**src/sv/akedu_pkg.sv**
```systemverilog
// Types, constants and register codes of the keypad event debouncer.
package akedu_pkg;

    localparam int NUM_LEVELS        = 6;
    localparam int LEVEL_W           = 10;
    localparam int TIME_W            = 32;
    localparam int MS_W              = 16;
    localparam int KEY_W             = 3;
    localparam int KIND_W            = 3;
    localparam int CHECK_INTERVAL_MS = 5;
    localparam int DIST_LIMIT        = 1023;

    localparam int QUEUE_DEPTH = 2;
    localparam int QPTR_W      = $clog2(QUEUE_DEPTH);
    localparam int QCNT_W      = $clog2(QUEUE_DEPTH + 1);

    // Configuration register indexes
    localparam logic [2:0] REG_LEVEL_NO_KEY     = 3'd0;
    localparam logic [2:0] REG_LEVEL_FORWARD    = 3'd1;
    localparam logic [2:0] REG_LEVEL_TURN_LEFT  = 3'd2;
    localparam logic [2:0] REG_LEVEL_GO         = 3'd3;
    localparam logic [2:0] REG_LEVEL_TURN_RIGHT = 3'd4;
    localparam logic [2:0] REG_LEVEL_BACKWARD   = 3'd5;
    localparam logic [2:0] REG_DEBOUNCE_MS      = 3'd6;
    localparam logic [2:0] REG_LONG_PRESS_MS    = 3'd7;

    // Event codes
    localparam logic [KIND_W-1:0] EV_NONE          = 3'd0;
    localparam logic [KIND_W-1:0] EV_PRESSED       = 3'd1;
    localparam logic [KIND_W-1:0] EV_LONG_PRESSED  = 3'd2;
    localparam logic [KIND_W-1:0] EV_RELEASED      = 3'd3;
    localparam logic [KIND_W-1:0] EV_LONG_RELEASED = 3'd4;

    localparam logic [KEY_W-1:0] KEY_NONE = 3'd0;

    localparam logic [MS_W-1:0] DEBOUNCE_RESET   = 16'd50;
    localparam logic [MS_W-1:0] LONG_PRESS_RESET = 16'd1000;

    typedef struct packed {
        logic [TIME_W-1:0]  now_ms;
        logic [LEVEL_W-1:0] adc_sample;
    } t_in_item;

    typedef struct packed {
        logic [KIND_W-1:0] event_kind;
        logic [KEY_W-1:0]  key_id;
    } t_out_item;

    // Classified tick handed from front to back
    typedef struct packed {
        logic [TIME_W-1:0] now_ms;
        logic [KEY_W-1:0]  key;
    } t_cls_item;

    typedef struct packed {
        logic [NUM_LEVELS-1:0][LEVEL_W-1:0] level;
        logic [MS_W-1:0]                    debounce_ms;
        logic [MS_W-1:0]                    long_press_ms;
    } t_cfg;

endpackage

```
**src/sv/akedu_front.sv**
```systemverilog
// Front end: accepts readings and picks the nearest reference level.
module akedu_front
    import akedu_pkg::*;
(
    input  logic      i_in_valid,
    output logic      o_in_ready,
    input  t_in_item  i_in_data,
    input  t_cfg      i_cfg,
    input  logic      i_q_ready,
    output logic      o_q_push,
    output t_cls_item o_q_data
);

    logic [LEVEL_W-1:0] best;
    logic [LEVEL_W-1:0] gap;
    logic [KEY_W-1:0]   key;

    // Nearest level, lowest index wins a tie, nothing at or beyond the limit
    always_comb begin
        best = LEVEL_W'(DIST_LIMIT);
        key  = KEY_NONE;
        gap  = '0;
        for (int i = 0; i < NUM_LEVELS; i++) begin
            if (i_cfg.level[i] > i_in_data.adc_sample) begin
                gap = i_cfg.level[i] - i_in_data.adc_sample;
            end else begin
                gap = i_in_data.adc_sample - i_cfg.level[i];
            end
            if (gap < best) begin
                best = gap;
                key  = KEY_W'(i);
            end
        end
    end

    // Push the classified tick when the queue has room
    assign o_in_ready      = i_q_ready;
    assign o_q_push        = i_in_valid && i_q_ready;
    assign o_q_data.now_ms = i_in_data.now_ms;
    assign o_q_data.key    = key;

endmodule

```
**src/sv/akedu_queue.sv**
```systemverilog
// Short queue that decouples classification from the event state machine.
module akedu_queue
    import akedu_pkg::*;
(
    input  logic      i_clk,
    input  logic      i_rst_n,
    input  logic      i_push,
    input  t_cls_item i_push_data,
    output logic      o_ready,
    input  logic      i_pop,
    output logic      o_valid,
    output t_cls_item o_data
);

    t_cls_item          r_mem [QUEUE_DEPTH];
    logic [QPTR_W-1:0]  r_wr_ptr;
    logic [QPTR_W-1:0]  r_rd_ptr;
    logic [QCNT_W-1:0]  r_count;

    assign o_ready = (r_count != QCNT_W'(QUEUE_DEPTH));
    assign o_valid = (r_count != '0);
    assign o_data  = r_mem[r_rd_ptr];

    // Store entries
    always_ff @(posedge i_clk) begin
        if (i_push) begin
            r_mem[r_wr_ptr] <= i_push_data;
        end
    end

    // Advance pointers and fill count
    always_ff @(posedge i_clk) begin
        if (!i_rst_n) begin
            r_wr_ptr <= '0;
            r_rd_ptr <= '0;
            r_count  <= '0;
        end else begin
            if (i_push) begin
                r_wr_ptr <= (r_wr_ptr == QPTR_W'(QUEUE_DEPTH - 1)) ? '0 : r_wr_ptr + 1'b1;
            end
            if (i_pop) begin
                r_rd_ptr <= (r_rd_ptr == QPTR_W'(QUEUE_DEPTH - 1)) ? '0 : r_rd_ptr + 1'b1;
            end
            if (i_push && !i_pop) begin
                r_count <= r_count + 1'b1;
            end else if (!i_push && i_pop) begin
                r_count <= r_count - 1'b1;
            end
        end
    end

endmodule

```
**src/sv/akedu_back.sv**
```systemverilog
// Back end: debounce timing, press tracking and the output register.
module akedu_back
    import akedu_pkg::*;
(
    input  logic      i_clk,
    input  logic      i_rst_n,
    input  t_cfg      i_cfg,
    input  logic      i_q_valid,
    input  t_cls_item i_q_data,
    output logic      o_q_pop,
    output logic      o_out_valid,
    input  logic      i_out_ready,
    output t_out_item o_out_data
);

    typedef enum logic [1:0] {
        HELD_OFF,
        HELD_ON,
        HELD_STALLED
    } t_held;

    t_held              r_held, n_held;
    logic [TIME_W-1:0]  r_last_check, n_last_check;
    logic [KEY_W-1:0]   r_read_key, n_read_key;
    logic [KEY_W-1:0]   r_latched, n_latched;
    logic [TIME_W-1:0]  r_stamp_recent, n_stamp_recent;
    logic [TIME_W-1:0]  r_stamp_press, n_stamp_press;
    logic               r_out_valid;
    t_out_item          r_out, n_out;

    logic [TIME_W-1:0]  since_check;
    logic [TIME_W-1:0]  since_gate;
    logic [TIME_W-1:0]  since_press;
    logic               now_on;
    logic               step;
    logic               cleared;

    // Pop when the output register is free or being emptied
    assign o_q_pop     = i_q_valid && (!r_out_valid || i_out_ready);
    assign o_out_valid = r_out_valid;
    assign o_out_data  = r_out;

    // Elapsed times for the interval, debounce and long-press checks
    assign now_on      = (r_read_key != KEY_NONE);
    assign since_check = i_q_data.now_ms - r_last_check;
    assign since_gate  = i_q_data.now_ms - (now_on ? r_stamp_press : r_stamp_recent);
    assign since_press = i_q_data.now_ms - r_stamp_press;
    assign step        = since_check > TIME_W'(CHECK_INTERVAL_MS);
    assign cleared     = since_gate > {{(TIME_W-MS_W){1'b0}}, i_cfg.debounce_ms};

    always_comb begin
        n_held         = r_held;
        n_last_check   = r_last_check;
        n_read_key     = r_read_key;
        n_latched      = r_latched;
        n_stamp_recent = r_stamp_recent;
        n_stamp_press  = r_stamp_press;
        n_out.event_kind = EV_NONE;
        n_out.key_id     = KEY_NONE;
        if (step) begin
            // Once the debounce time has passed, take a fresh reading; a different key while latched reads as none
            if (cleared) begin
                n_read_key = i_q_data.key;
                if (i_q_data.key != KEY_NONE && r_latched != KEY_NONE &&
                    i_q_data.key != r_latched) begin
                    n_read_key = KEY_NONE;
                end
            end
            case (r_held)
                HELD_OFF: begin
                    if (n_read_key != KEY_NONE) begin
                        n_latched        = n_read_key;
                        n_stamp_press    = i_q_data.now_ms;
                        n_held           = HELD_ON;
                        n_out.event_kind = EV_PRESSED;
                        n_out.key_id     = n_read_key;
                    end
                end
                HELD_ON: begin
                    n_stamp_recent = i_q_data.now_ms;
                    if (n_read_key != KEY_NONE) begin
                        if (since_press > {{(TIME_W-MS_W){1'b0}}, i_cfg.long_press_ms}) begin
                            n_held           = HELD_STALLED;
                            n_out.event_kind = EV_LONG_PRESSED;
                            n_out.key_id     = r_latched;
                        end
                    end else begin
                        n_held           = HELD_OFF;
                        n_out.event_kind = EV_RELEASED;
                        n_out.key_id     = r_latched;
                        n_latched        = KEY_NONE;
                    end
                end
                HELD_STALLED: begin
                    if (n_read_key == KEY_NONE) begin
                        n_stamp_recent   = i_q_data.now_ms;
                        n_held           = HELD_OFF;
                        n_out.event_kind = EV_LONG_RELEASED;
                        n_out.key_id     = r_latched;
                        n_latched        = KEY_NONE;
                    end
                end
                default: begin
                    n_held = r_held;
                end
            endcase
            n_last_check = i_q_data.now_ms;
        end
    end

    // Hold state and the output register
    always_ff @(posedge i_clk) begin
        if (!i_rst_n) begin
            r_held         <= HELD_OFF;
            r_last_check   <= '0;
            r_read_key     <= KEY_NONE;
            r_latched      <= KEY_NONE;
            r_stamp_recent <= '0;
            r_stamp_press  <= '0;
            r_out_valid    <= 1'b0;
        end else if (o_q_pop) begin
            r_held         <= n_held;
            r_last_check   <= n_last_check;
            r_read_key     <= n_read_key;
            r_latched      <= n_latched;
            r_stamp_recent <= n_stamp_recent;
            r_stamp_press  <= n_stamp_press;
            r_out_valid    <= 1'b1;
        end else if (i_out_ready) begin
            r_out_valid    <= 1'b0;
        end
    end

    // Load the result payload on each processed tick
    always_ff @(posedge i_clk) begin
        if (o_q_pop) begin
            r_out <= n_out;
        end
    end

endmodule

```
**src/sv/analog_keypad_event_debouncer_unit.sv**
```systemverilog
// Top level of the resistor-ladder keypad event debouncer.
// Input channel (i_in_valid / o_in_ready / i_in_data) takes one tick per
// transaction: a millisecond timestamp and a 10-bit keypad reading.
// Output channel (o_out_valid / i_out_ready / o_out_data) gives exactly one
// result per tick: an event code and the key it concerns, or none.
// Configuration: write i_cfg_data to register i_cfg_index while i_cfg_we is
// high; levels 0..5, then debounce and long-press times. Write only when idle.
// Path: classification into a two-entry queue at the accepting edge, then
// the state update of the back end into the output register.
// Throughput: one tick per cycle while the receiver takes results; the state
// update of the back end is the loop that sets that rate.
// Reset clears the queue, the press state and all timestamps; levels go to
// zero, debounce to 50 ms and long press to 1000 ms.
// When the receiver stalls the result is held; the queue absorbs two more
// ticks before o_in_ready drops.
module analog_keypad_event_debouncer_unit
    import akedu_pkg::*;
(
    input  logic       i_clk,
    input  logic       i_rst_n,
    input  logic       i_cfg_we,
    input  logic [2:0] i_cfg_index,
    input  logic [MS_W-1:0] i_cfg_data,
    input  logic       i_in_valid,
    output logic       o_in_ready,
    input  t_in_item   i_in_data,
    output logic       o_out_valid,
    input  logic       i_out_ready,
    output t_out_item  o_out_data
);

    t_cfg      r_cfg;
    logic      q_ready;
    logic      q_push;
    t_cls_item q_push_data;
    logic      q_valid;
    logic      q_pop;
    t_cls_item q_data;

    // Write configuration registers
    always_ff @(posedge i_clk) begin
        if (!i_rst_n) begin
            r_cfg.level         <= '0;
            r_cfg.debounce_ms   <= DEBOUNCE_RESET;
            r_cfg.long_press_ms <= LONG_PRESS_RESET;
        end else if (i_cfg_we) begin
            case (i_cfg_index)
                REG_LEVEL_NO_KEY:     r_cfg.level[0] <= i_cfg_data[LEVEL_W-1:0];
                REG_LEVEL_FORWARD:    r_cfg.level[1] <= i_cfg_data[LEVEL_W-1:0];
                REG_LEVEL_TURN_LEFT:  r_cfg.level[2] <= i_cfg_data[LEVEL_W-1:0];
                REG_LEVEL_GO:         r_cfg.level[3] <= i_cfg_data[LEVEL_W-1:0];
                REG_LEVEL_TURN_RIGHT: r_cfg.level[4] <= i_cfg_data[LEVEL_W-1:0];
                REG_LEVEL_BACKWARD:   r_cfg.level[5] <= i_cfg_data[LEVEL_W-1:0];
                REG_DEBOUNCE_MS:      r_cfg.debounce_ms <= i_cfg_data;
                REG_LONG_PRESS_MS:    r_cfg.long_press_ms <= i_cfg_data;
                default:              r_cfg <= r_cfg;
            endcase
        end
    end

    akedu_front u_front (
        .i_in_valid (i_in_valid),
        .o_in_ready (o_in_ready),
        .i_in_data  (i_in_data),
        .i_cfg      (r_cfg),
        .i_q_ready  (q_ready),
        .o_q_push   (q_push),
        .o_q_data   (q_push_data)
    );

    akedu_queue u_queue (
        .i_clk       (i_clk),
        .i_rst_n     (i_rst_n),
        .i_push      (q_push),
        .i_push_data (q_push_data),
        .o_ready     (q_ready),
        .i_pop       (q_pop),
        .o_valid     (q_valid),
        .o_data      (q_data)
    );

    akedu_back u_back (
        .i_clk       (i_clk),
        .i_rst_n     (i_rst_n),
        .i_cfg       (r_cfg),
        .i_q_valid   (q_valid),
        .i_q_data    (q_data),
        .o_q_pop     (q_pop),
        .o_out_valid (o_out_valid),
        .i_out_ready (i_out_ready),
        .o_out_data  (o_out_data)
    );

endmodule

```
**config.mk**
```make
export PLATFORM = sky130hd
export DESIGN_NAME = analog_keypad_event_debouncer_unit
export DESIGN_NICKNAME = d
export VERILOG_FILES = /design/src/sv/akedu_pkg.sv /design/src/sv/akedu_front.sv /design/src/sv/akedu_queue.sv /design/src/sv/akedu_back.sv /design/src/sv/analog_keypad_event_debouncer_unit.sv
export SDC_FILE = /design/constraint.sdc
export NUM_CORES = 1
export LEC_CHECK = 0
export BUFFER_PORTS_ARGS = -buffer_cell sky130_fd_sc_hd__buf_4
export CORE_UTILIZATION = 55
export DETAILED_ROUTE_END_ITERATION = 6
export GPL_ROUTABILITY_DRIVEN = 0
export PLACE_DENSITY_LB_ADDON = 0.15
export SYNTH_ARGS = -nofsm -noshare
export SYNTH_HDL_FRONTEND = slang
export SYNTH_SLANG_ARGS = --single-unit
```
**constraint.sdc**
```tcl
create_clock -name i_clk -period 17.36 [get_ports i_clk]
set_input_delay 1.736 -clock i_clk [delete_from_list [all_inputs] [get_ports i_clk]]
set_output_delay 1.736 -clock i_clk [all_outputs]
set_load 0.005 [all_outputs]
```
==> results of run 1 <==
[through the flow]
stage          hold WS (ns)   util  power (W)
6_report              0.456  0.605    0.00409
5_1_grt               0.471  0.605    0.00442
4_1_cts               0.458  0.605    0.00407
3_5_place_dp          0.450  0.580    0.00341
3_3_place_gp          0.445  0.580    0.00334
2_1_floorplan         0.436      -    0.00282
[registers in the layout (all words and copies together), names as in the netlist, named ones only]
name and flops:
u_back.r_read_key 3, u_back.r_last_check 32, r_cfg 92, u_queue.r_wr_ptr 1
u_queue.r_rd_ptr 1, u_queue.r_mem 70, u_back.r_held 2, u_back.o_out_data 6
u_back.r_stamp_recent 32, u_back.r_stamp_press 32, u_back.o_out_valid 1, u_queue.r_count 2
u_back.r_latched 3
[cells by family (layout without fill, tap and decap cells)]
family,Yosys count,in the layout,synth area share
muxes,188,188,0.0864
AOI/OAI and AO/OA,741,741,0.214
DFF,278,278,0.279
other,0,2,0
and+or+nand+nor,753,753,0.153
buffers and inverters,354,409,0.0607
adders and majority gates,299,299,0.170
xor gates and xnor gates,94,94,0.0363
[cell type report]
class / instances / area [um^2] / area share
antenna: 2 / 5.00 / 0.000203
sequential: 278 / 6330 / 0.257
inverter: 268 / 1010 / 0.0410
tap: 532 / 666 / 0.0270
multi-input combinational: 2075 / 15000 / 0.608
timing repair buffer: 85 / 638 / 0.0259
clock buffer: 43 / 862 / 0.0350
clock inverter: 13 / 139 / 0.00564
[Yosys cell counts, types with 16 or more instances]
master / n / area [um^2]
clkbuf_1: 57 / 214
a21o_1: 75 / 563
a31oi_1: 18 / 113
a21oi_1: 245 / 1230
o21bai_1: 38 / 285
mux2_2: 55 / 619
inv_1: 267 / 1000
nor2b_1: 38 / 238
o21ai_0: 102 / 510
nand2b_1: 26 / 163
nor2_1: 225 / 845
ha_1: 284 / 3550
nand4_1: 33 / 206
o211ai_1: 16 / 120
nor3_1: 38 / 190
dfxtp_1: 202 / 4040
nand2_1: 275 / 1030
a211oi_1: 82 / 616
mux2i_1: 131 / 1310
xnor2_1: 63 / 552
nand3_1: 23 / 115
edfxtp_1: 76 / 2280
xor2_1: 31 / 272
and3_1: 19 / 119
o21a_1: 31 / 233
[layer usage]
metal  vias to the layer above  GRT usage  wire (um)
met2                       533      0.526      30200
met4                         0      0.110       2250
li1                       9712          -          -
met5                         -          0          0
met3                       122     0.0280       3170
met1                      9316      0.367      26900
[report_power, final]
part           internal (W)  total, W  switching [W]
Clock              0.000377  0.000650       0.000272
Sequential         0.000804  0.000857      0.0000528
Combinational       0.00107   0.00258        0.00152
[critical path, delay by kind of cell]
kind | cells | cell delay (ns)
AOI/OAI and AO/OA | 29 | 5.80
muxes | 3 | 0.91
buffers and inverters | 6 | 1.21
xor gates and xnor gates | 1 | 0.17
adders and majority gates | 6 | 1.68
and+or+nand+nor | 24 | 4.21
[path summary, 6_finish.rpt]
kind / cells past startpoint / slack, ns / endpoint / start
hold reg to reg: 2 / 0.46 / r_cfg[19]$_SDFFE_PN0P_ / r_cfg[19]$_SDFFE_PN0P_
hold / removal: 2 / 0.46 / r_cfg[19]$_SDFFE_PN0P_ / r_cfg[19]$_SDFFE_PN0P_
setup / recovery: 69 / 1.97 / u_queue.r_mem[1][0]$_DFFE_PP_ / i_in_data[1]
setup reg to reg: 70 / 3.17 / u_queue.r_mem[1][0]$_DFFE_PP_ / r_cfg[42]$_SDFFE_PN0P_
==> qor.yml, run 1 <==
layout:
  final_cell_mix: "284 x ha_1, 274 x nand2_1, 267 x inv_1"
  mostFrequentLayoutCell: "ha_1"
  final_cells: 3296
  drive_gt1_frac: 0.0822
  final_nets: 3104
  area_growth_pct: 8.65
  fin_area_um2: 24600
  n_fill_cell: 3650
global_route:
  grt_remaining_overflow: 0
  grt_pass1_vias: 19094
  grt_first_pass_wirelength_um: 99500
  grt_start_max_net_pins: 124
  grt_usage: 0.295
  antenna_found_initial: 2
worst_setup_path:
  path_max_fanout: 16
  critical_path_required_ns: 17.73
  crit_path_end_kind: "flop"
  start_kind: "input pin"
  cp_data_arrival_time_ns: 15.76
  path_common_cell: "a21oi_1"
  crit_path_max_incr_delay_ns: 0.59
  cpMaxStageDelayCell: "nor3_4"
  crit_type: "input pin to flop"
routing:
  drc: 0
  wl_um: 62400
  vias_per_cell: 5.97
  drt_first_pass_iters: 6
  drt-wirelength-per-cell_um: 18.9
  ant_nets: 0
  drt_iter0_drc: 1379
  num_vias: 19683
die:
  initial_core_util: 0.557
  num_io_pins: 74
  placementRows: 74
  die_w_um: 205
  die_area_um2: 42100
  die_h_um: 205
  core_um2: 40700
sta:
  slew_viol_final: 0
  timing.fmax_ghz: 0.0650
  setup_tns_ns: 0
  worstMarginPinSlew_ns: 1.27
  finalClockSkew_ns: 0.0156
  hold_viol: 0
  finalSetupViolCount: 0
  finalCriticalPeriod_ns: 15.39
  setup_ws_ns: 1.97
  relSlewSlack: 0.153
  rsz0062_at_grt: "false"
  fin_crit_sh: 0.887
synthesis:
  synth_flop_cell: "dfxtp_1"
  synth_edf_count: 76
  synth-seq-cells: 278
  synth_nets: 3072
  syn-cell-area_um2: 22700
  synthesis.instances: 2707
  syn_avg_cell_area_um2: 8.38
  yosys_warnings: 0
  seq_area_frac_synth: 0.279
  synth_cell_type_count: 86
  async_flop_share: 0
outcome:
  outcome: "completed"
clock_network:
  cts_hold_buf: 0
  clk-insertion-delay-late_ns: 0.58
  cts_setup_buffers: 0
  ctsRootBufferMaster: "clkbuf_16"
  cts_tree: "yes"
  ctsResizeCount: 0
  cts_made_buffers: 31
  clock_sinks: 278
  cts.htree.levels: 1
  clock_path_buffers: 3
  cts.reportedPaths.clkPinSlew_ns: 0.06
placed_design:
  place_ws_ns: 1.62
  place_area_um2: 23600
  io_buffers: 73
  place_inst: 3238
  dp_hpwl_um: 48800
flow_run:
  cap_violations: 0
hold_path:
  hold_path_class: "flop to flop"
pwr:
  leakage_nw: 10.5
  vdd_drop_max_v: 0.000116
  cellPowerDensity_nw_per_um2: 166
Note: power is estimated with default switching activity, not from simulation.
==> inputs of run 2 (changes only) <==
CTS_BUF_LIST = sky130_fd_sc_hd__clkbuf_4 sky130_fd_sc_hd__clkbuf_8   (was not set)
PLACE_DENSITY = 0.77   (was not set)
PLACE_DENSITY_LB_ADDON = not set   (was 0.15)
==> qor.yml, run 2 (same netlist as run 1, synthesis figures left out) <==
clock_network:
  clock_path_buffers: 3  # unchanged
  cts.reportedPaths.clkPinSlew_ns: 0.06  # about the same
  cts_tree: "yes"  # unchanged
  clock_sinks: 278  # unchanged
  cts_setup_buffers: 0  # unchanged
  cts_hold_buf: 0  # unchanged
  cts.htree.levels: 2  # was 1
  ctsResizeCount: 0  # unchanged
  clk-insertion-delay-late_ns: 0.63  # was 0.58 ns
  ctsRootBufferMaster: "clkbuf_8"  # was clkbuf_16
  cts_made_buffers: 48  # was 31
worst_setup_path:
  cpMaxStageDelayCell: "nor3_4"  # unchanged
  start_kind: "input pin"  # unchanged
  path_common_cell: "a21oi_1"  # unchanged
  crit_type: "input pin to flop"  # unchanged
  timing.critical_path.buf_inv: 6  # unchanged
  cp_top_family: "compound AO/OA/AOI/OAI gates"  # unchanged
  path_max_fanout: 16  # unchanged
  r2r-start: "r_cfg[42]$_SDFFE_PN0P_"  # unchanged
  startpoint: "i_in_data[1]"  # unchanged
  cp_data_arrival_time_ns: 15.81  # was 15.76 ns
  critical_path_required_ns: 17.76  # was 17.73 ns
  crit_path_end_kind: "flop"  # unchanged
  crit_path_max_incr_delay_ns: 0.59  # about the same
sta:
  fin_crit_sh: 0.888  # was 0.887
  finalSetupViolCount: 0  # unchanged
  hold_ws_ns: 0.456  # about the same
  timing.fmax_ghz: 0.0649  # was 0.0650 GHz
  finalCriticalPeriod_ns: 15.41  # was 15.39 ns
  hold_viol: 0  # unchanged
  slew_viol_final: 0  # unchanged
  setup_ws_ns: 1.95  # was 1.97 ns
  finalClockSkew_ns: 0.0490  # was 0.0156 ns
  rsz0062_at_grt: "false"  # unchanged
  worstMarginPinSlew_ns: 1.22  # was 1.27 ns
  relSlewSlack: 0.185  # was 0.153
  setup_tns_ns: 0  # unchanged
global_route:
  grt_first_pass_wirelength_um: 99800  # was 99,500 um
  grt_remaining_overflow: 0  # unchanged
  grt_usage: 0.299  # was 0.295
  grt_pass1_vias: 19724  # was 19,094
  antenna_found_initial: 3  # was 2
  grt_start_max_net_pins: 106  # was 124
die:
  initial_core_util: 0.557  # unchanged
  die_h_um: 205  # unchanged
  core_um2: 40700  # unchanged
  die_area_um2: 42100  # unchanged
  die_w_um: 205  # unchanged
  num_io_pins: 74  # unchanged
  placementRows: 74  # unchanged
routing:
  drt-wirelength-per-cell_um: 19.0  # was 18.9 um
  wl_um: 63300  # was 62,400 um
  drc: 0  # unchanged
  vias_per_cell: 6.10  # was 5.97
  num_vias: 20333  # was 19,683
  drt_first_pass_iters: 6  # unchanged
  drt_iter0_drc: 1844  # was 1,379
  ant_nets: 0  # unchanged
pwr:
  leakage_nw: 10.5  # about the same
  cellPowerDensity_nw_per_um2: 165  # was 166 nW/um^2
  vdd_drop_max_v: 0.000116  # about the same
layout:
  mostFrequentLayoutCell: "ha_1"  # unchanged
  top_regs: "r_cfg (92), u_queue.r_mem (70)"  # unchanged
  largest_register_ffs: 92  # unchanged
  fin_util: 0.605  # about the same
  final_cell_mix: "284 x ha_1, 274 x nand2_1, 267 x inv_1"  # unchanged
  area_growth_pct: 8.68  # was 8.65%
  final_nets: 3124  # was 3,104
  n_fill_cell: 3486  # was 3,650
  drive_gt1_frac: 0.0951  # was 0.0822
  largest-register: "r_cfg"  # unchanged
  register_area_um2: 6330  # unchanged
  multi_input_area_um2: 15000  # unchanged
placed_design:
  dp_hpwl_um: 47700  # was 48,800 um
  io_buffers: 73  # unchanged
  place_ws_ns: 1.62  # about the same
hold_path:
  hold_path_class: "flop to flop"  # unchanged
  hold_path.startpoint: "r_cfg[15]$_SDFFE_PN0P_"  # was r_cfg[19]$_SDFFE_PN0P_
outcome:
  outcome: "completed"  # unchanged
flow_run:
  cap_violations: 0  # unchanged
## run 2: power by group
group          switching, W  total (W)  internal, W
combinational       0.00153    0.00260      0.00107
sequential        0.0000545   0.000859     0.000804
clock              0.000283   0.000614     0.000331
total               0.00186    0.00407      0.00221
## run 2: per-stage QoR
step                instances  cell area (um^2)  power (W)
floorplan                2707             22700    0.00282
global placement         3241             23700    0.00330
detailed placement       3241             23700    0.00340
CTS                      3329             24600    0.00403
global route             3332             24600    0.00438
finish                   3332             24600    0.00407
## run 2: worst paths after layout
check / endpoint / slack, ns / cells past startpoint
min reg2reg: r_cfg[15]$_SDFFE_PN0P_ / 0.46 / 2
max reg2reg: u_queue.r_mem[1][0]$_DFFE_PP_ / 3.17 / 70
min: r_cfg[15]$_SDFFE_PN0P_ / 0.46 / 2
max: u_queue.r_mem[1][0]$_DFFE_PP_ / 1.95 / 69
## run 2: area by class of cell
type / count / area share
multi-input combinational: 2075 / 0.608
antenna: 3 / 0.000305
inverter: 268 / 0.0410
clock buffer: 66 / 0.0341
timing repair buffer: 88 / 0.0268
sequential: 278 / 0.257
tap: 532 / 0.0270
clock inverter: 22 / 0.00584
## run 2: metal layers
layer / GRT usage / share of wire / up-vias
met5: 0 / 0 / -
met4: 0.204 / 0.065 / 0
met3: 0.0439 / 0.060 / 229
met2: 0.513 / 0.47 / 757
met1: 0.343 / 0.40 / 9587
li1: - / - / 9760
## run 2: worst register-to-register path: cells and delay by family (launching register included)
kind                       cells  cell delay (ns)
DFF                            1             0.44
buffers and inverters          6             0.65
adders and majority gates      7             1.84
and+or+nand+nor               24             4.26
muxes                          3             0.82
xor gates and xnor gates       1             0.20
AOI/OAI and AO/OA             29             5.74
==> inputs of run 3 (changes only) <==
BUFFER_PORTS_ARGS = -buffer_cell sky130_fd_sc_hd__buf_2   (was -buffer_cell sky130_fd_sc_hd__buf_4)
REMOVE_ABC_BUFFERS = 1   (was not set)
SKIP_LAST_GASP = 1   (was not set)
==> qor.yml, run 3 (same netlist as run 1, synthesis figures left out) <==
outcome:
  outcome: "finished, violations left"  # was completed
  violations: "DRC"
clock_network:
  cts_made_buffers: 47  # was 48
  cts_tree: "yes"  # unchanged
  cts.reportedPaths.clkPinSlew_ns: 0.05  # was 0.06 ns
  cts_hold_buf: 0  # unchanged
  clk-insertion-delay-late_ns: 0.64  # was 0.63 ns
  cts_setup_buffers: 0  # unchanged
  ctsRootBufferMaster: "clkbuf_8"  # unchanged
  clock_path_buffers: 3  # unchanged
  clock_sinks: 278  # unchanged
  cts.htree.levels: 2  # unchanged
  ctsResizeCount: 0  # unchanged
routing:
  drt_first_pass_iters: 7  # was 6
  num_vias: 20411  # was 20,333
  drt_iter0_drc: 1786  # was 1,844
  vias_per_cell: 6.13  # was 6.10
  wl_um: 62900  # was 63,300 um
  drc: 4  # was 0
  drt-wirelength-per-cell_um: 18.9  # was 19.0 um
  ant_nets: 0  # unchanged
sta:
  hold_viol: 0  # unchanged
  finalCriticalPeriod_ns: 15.46  # was 15.41 ns
  fin_crit_sh: 0.891  # was 0.888
  relSlewSlack: 0.0565  # was 0.185
  timing.fmax_ghz: 0.0647  # was 0.0649 GHz
  setup_tns_ns: 0  # unchanged
  worstMarginPinSlew_ns: 1.40  # was 1.22 ns
  finalSetupViolCount: 0  # unchanged
  rsz0062_at_grt: "false"  # unchanged
  finalClockSkew_ns: 0.0455  # was 0.0490 ns
  slew_viol_final: 0  # unchanged
worst_setup_path:
  start_kind: "input pin"  # unchanged
  path_max_fanout: 16  # unchanged
  cp_top_family: "compound AO/OA/AOI/OAI gates"  # unchanged
  path_common_cell: "a21oi_1"  # unchanged
  r2r-start: "r_cfg[42]$_SDFFE_PN0P_"  # unchanged
  cp_data_arrival_time_ns: 15.85  # was 15.81 ns
  timing.critical_path.buf_inv: 6  # unchanged
  crit_cells: 69  # unchanged
  crit_path_end_kind: "flop"  # unchanged
  crit_path_max_incr_delay_ns: 0.65  # was 0.59 ns
  crit_type: "input pin to flop"  # unchanged
  worstRegToRegCells: 70  # unchanged
  cpMaxStageDelayCell: "nor3_4"  # unchanged
  critical_path_required_ns: 17.75  # was 17.76 ns
  reg2reg_to: "u_queue.r_mem[1][0]$_DFFE_PP_"  # unchanged
  rrSetupSlack_ns: 3.17  # about the same
layout:
  top_regs: "r_cfg (92), u_queue.r_mem (70)"  # unchanged
  final_nets: 3120  # was 3,124
  drive_gt1_frac: 0.0952  # was 0.0951
  fin_area_um2: 24500  # was 24,600 um^2
  final_cell_mix: "284 x ha_1, 274 x nand2_1, 267 x inv_1"  # unchanged
  final_cells: 3329  # was 3,332
  area_growth_pct: 8.09  # was 8.68%
  mostFrequentLayoutCell: "ha_1"  # unchanged
  largest_register_ffs: 92  # unchanged
  largest-register: "r_cfg"  # unchanged
die:
  die_w_um: 205  # unchanged
  core_um2: 40700  # unchanged
  num_io_pins: 74  # unchanged
  die_h_um: 205  # unchanged
  initial_core_util: 0.557  # unchanged
  die_area_um2: 42100  # unchanged
  placementRows: 74  # unchanged
flow_run:
  cap_violations: 0  # unchanged
placed_design:
  place_inst: 3238  # was 3,241
  place_area_um2: 23500  # was 23,700 um^2
  dp_hpwl_um: 48400  # was 47,700 um
  io_buffers: 73  # unchanged
global_route:
  grt_remaining_overflow: 0  # unchanged
  grt_first_pass_wirelength_um: 100000  # was 99,800 um
  grt_usage: 0.300  # was 0.299
  antenna_found_initial: 5  # was 3
  grt_pass1_vias: 19831  # was 19,724
  grt_start_max_net_pins: 101  # was 106
pwr:
  leakage_nw: 10.5  # about the same
  cellPowerDensity_nw_per_um2: 167  # was 165 nW/um^2
  vdd_drop_max_v: 0.000103  # was 0.000116 V
hold_path:
  hold_path_class: "flop to flop"  # unchanged
  hold_end: "r_cfg[22]$_SDFFE_PN0P_"  # was r_cfg[15]$_SDFFE_PN0P_
  hold_path.startpoint: "r_cfg[22]$_SDFFE_PN0P_"  # was r_cfg[15]$_SDFFE_PN0P_
  holdPathStages: 2  # unchanged
## run 3: area by class of cell
type	instances	area, um^2
antenna	4	10.0
clock buffer	72	878
clock inverter	15	168
fill	3509	16200
inverter	268	1010
multi-input combinational	2075	15000
sequential	278	6330
tap	532	666
timing repair buffer	85	455
## run 3: per-stage QoR
step                      hold WS (ns)  utilization  total power (W)  worst slack [ns]
after floorplan                  0.436            -          0.00281              3.33
after global placement           0.445        0.576          0.00328              2.23
after detailed placement         0.450        0.576          0.00339              1.51
after CTS                        0.458        0.602          0.00405              2.12
after global routing             0.480        0.602          0.00441             0.594
final                            0.459        0.602          0.00409              1.90
## run 3: worst max path at each step
stage,startpoint,slack [ns],to
6_report,i_in_data[1],1.90,u_queue.r_mem[1][0]$_DFFE_PP_
5_1_grt,i_in_data[1],0.59,u_queue.r_mem[1][0]$_DFFE_PP_
4_1_cts,i_in_data[1],2.12,u_queue.r_mem[1][0]$_DFFE_PP_
3_5_place_dp,i_in_data[1],1.51,u_queue.r_mem[0][0]$_DFFE_PP_
3_3_place_gp,i_in_data[1],2.23,u_queue.r_mem[0][0]$_DFFE_PP_
2_1_floorplan,i_in_data[1],3.33,u_queue.r_mem[0][0]$_DFFE_PP_
## run 3: report_power, final
group / internal [W] / leakage (nW) / total [W] / switching [W]
clock network: 0.000370 / 0.557 / 0.000648 / 0.000278
logic: 0.00106 / 7.59 / 0.00257 / 0.00151
registers: 0.000804 / 2.36 / 0.000869 / 0.0000650
## run 3: routing by layer
metal / track usage / vias to the layer above / routed length [um]
met5: 0 / - / 0
met4: 0.190 / 0 / 3950
met3: 0.0533 / 198 / 4190
met2: 0.515 / 796 / 29800
met1: 0.343 / 9680 / 25000
li1: - / 9737 / -
## run 3: tightest hold or removal path, delay by kind of cell, from the launching register on
kind	cells	cell delay [ns]
AND/OR/NAND/NOR	1	0.05
flip-flops	1	0.31
AO/OA/AOI/OAI	1	0.05
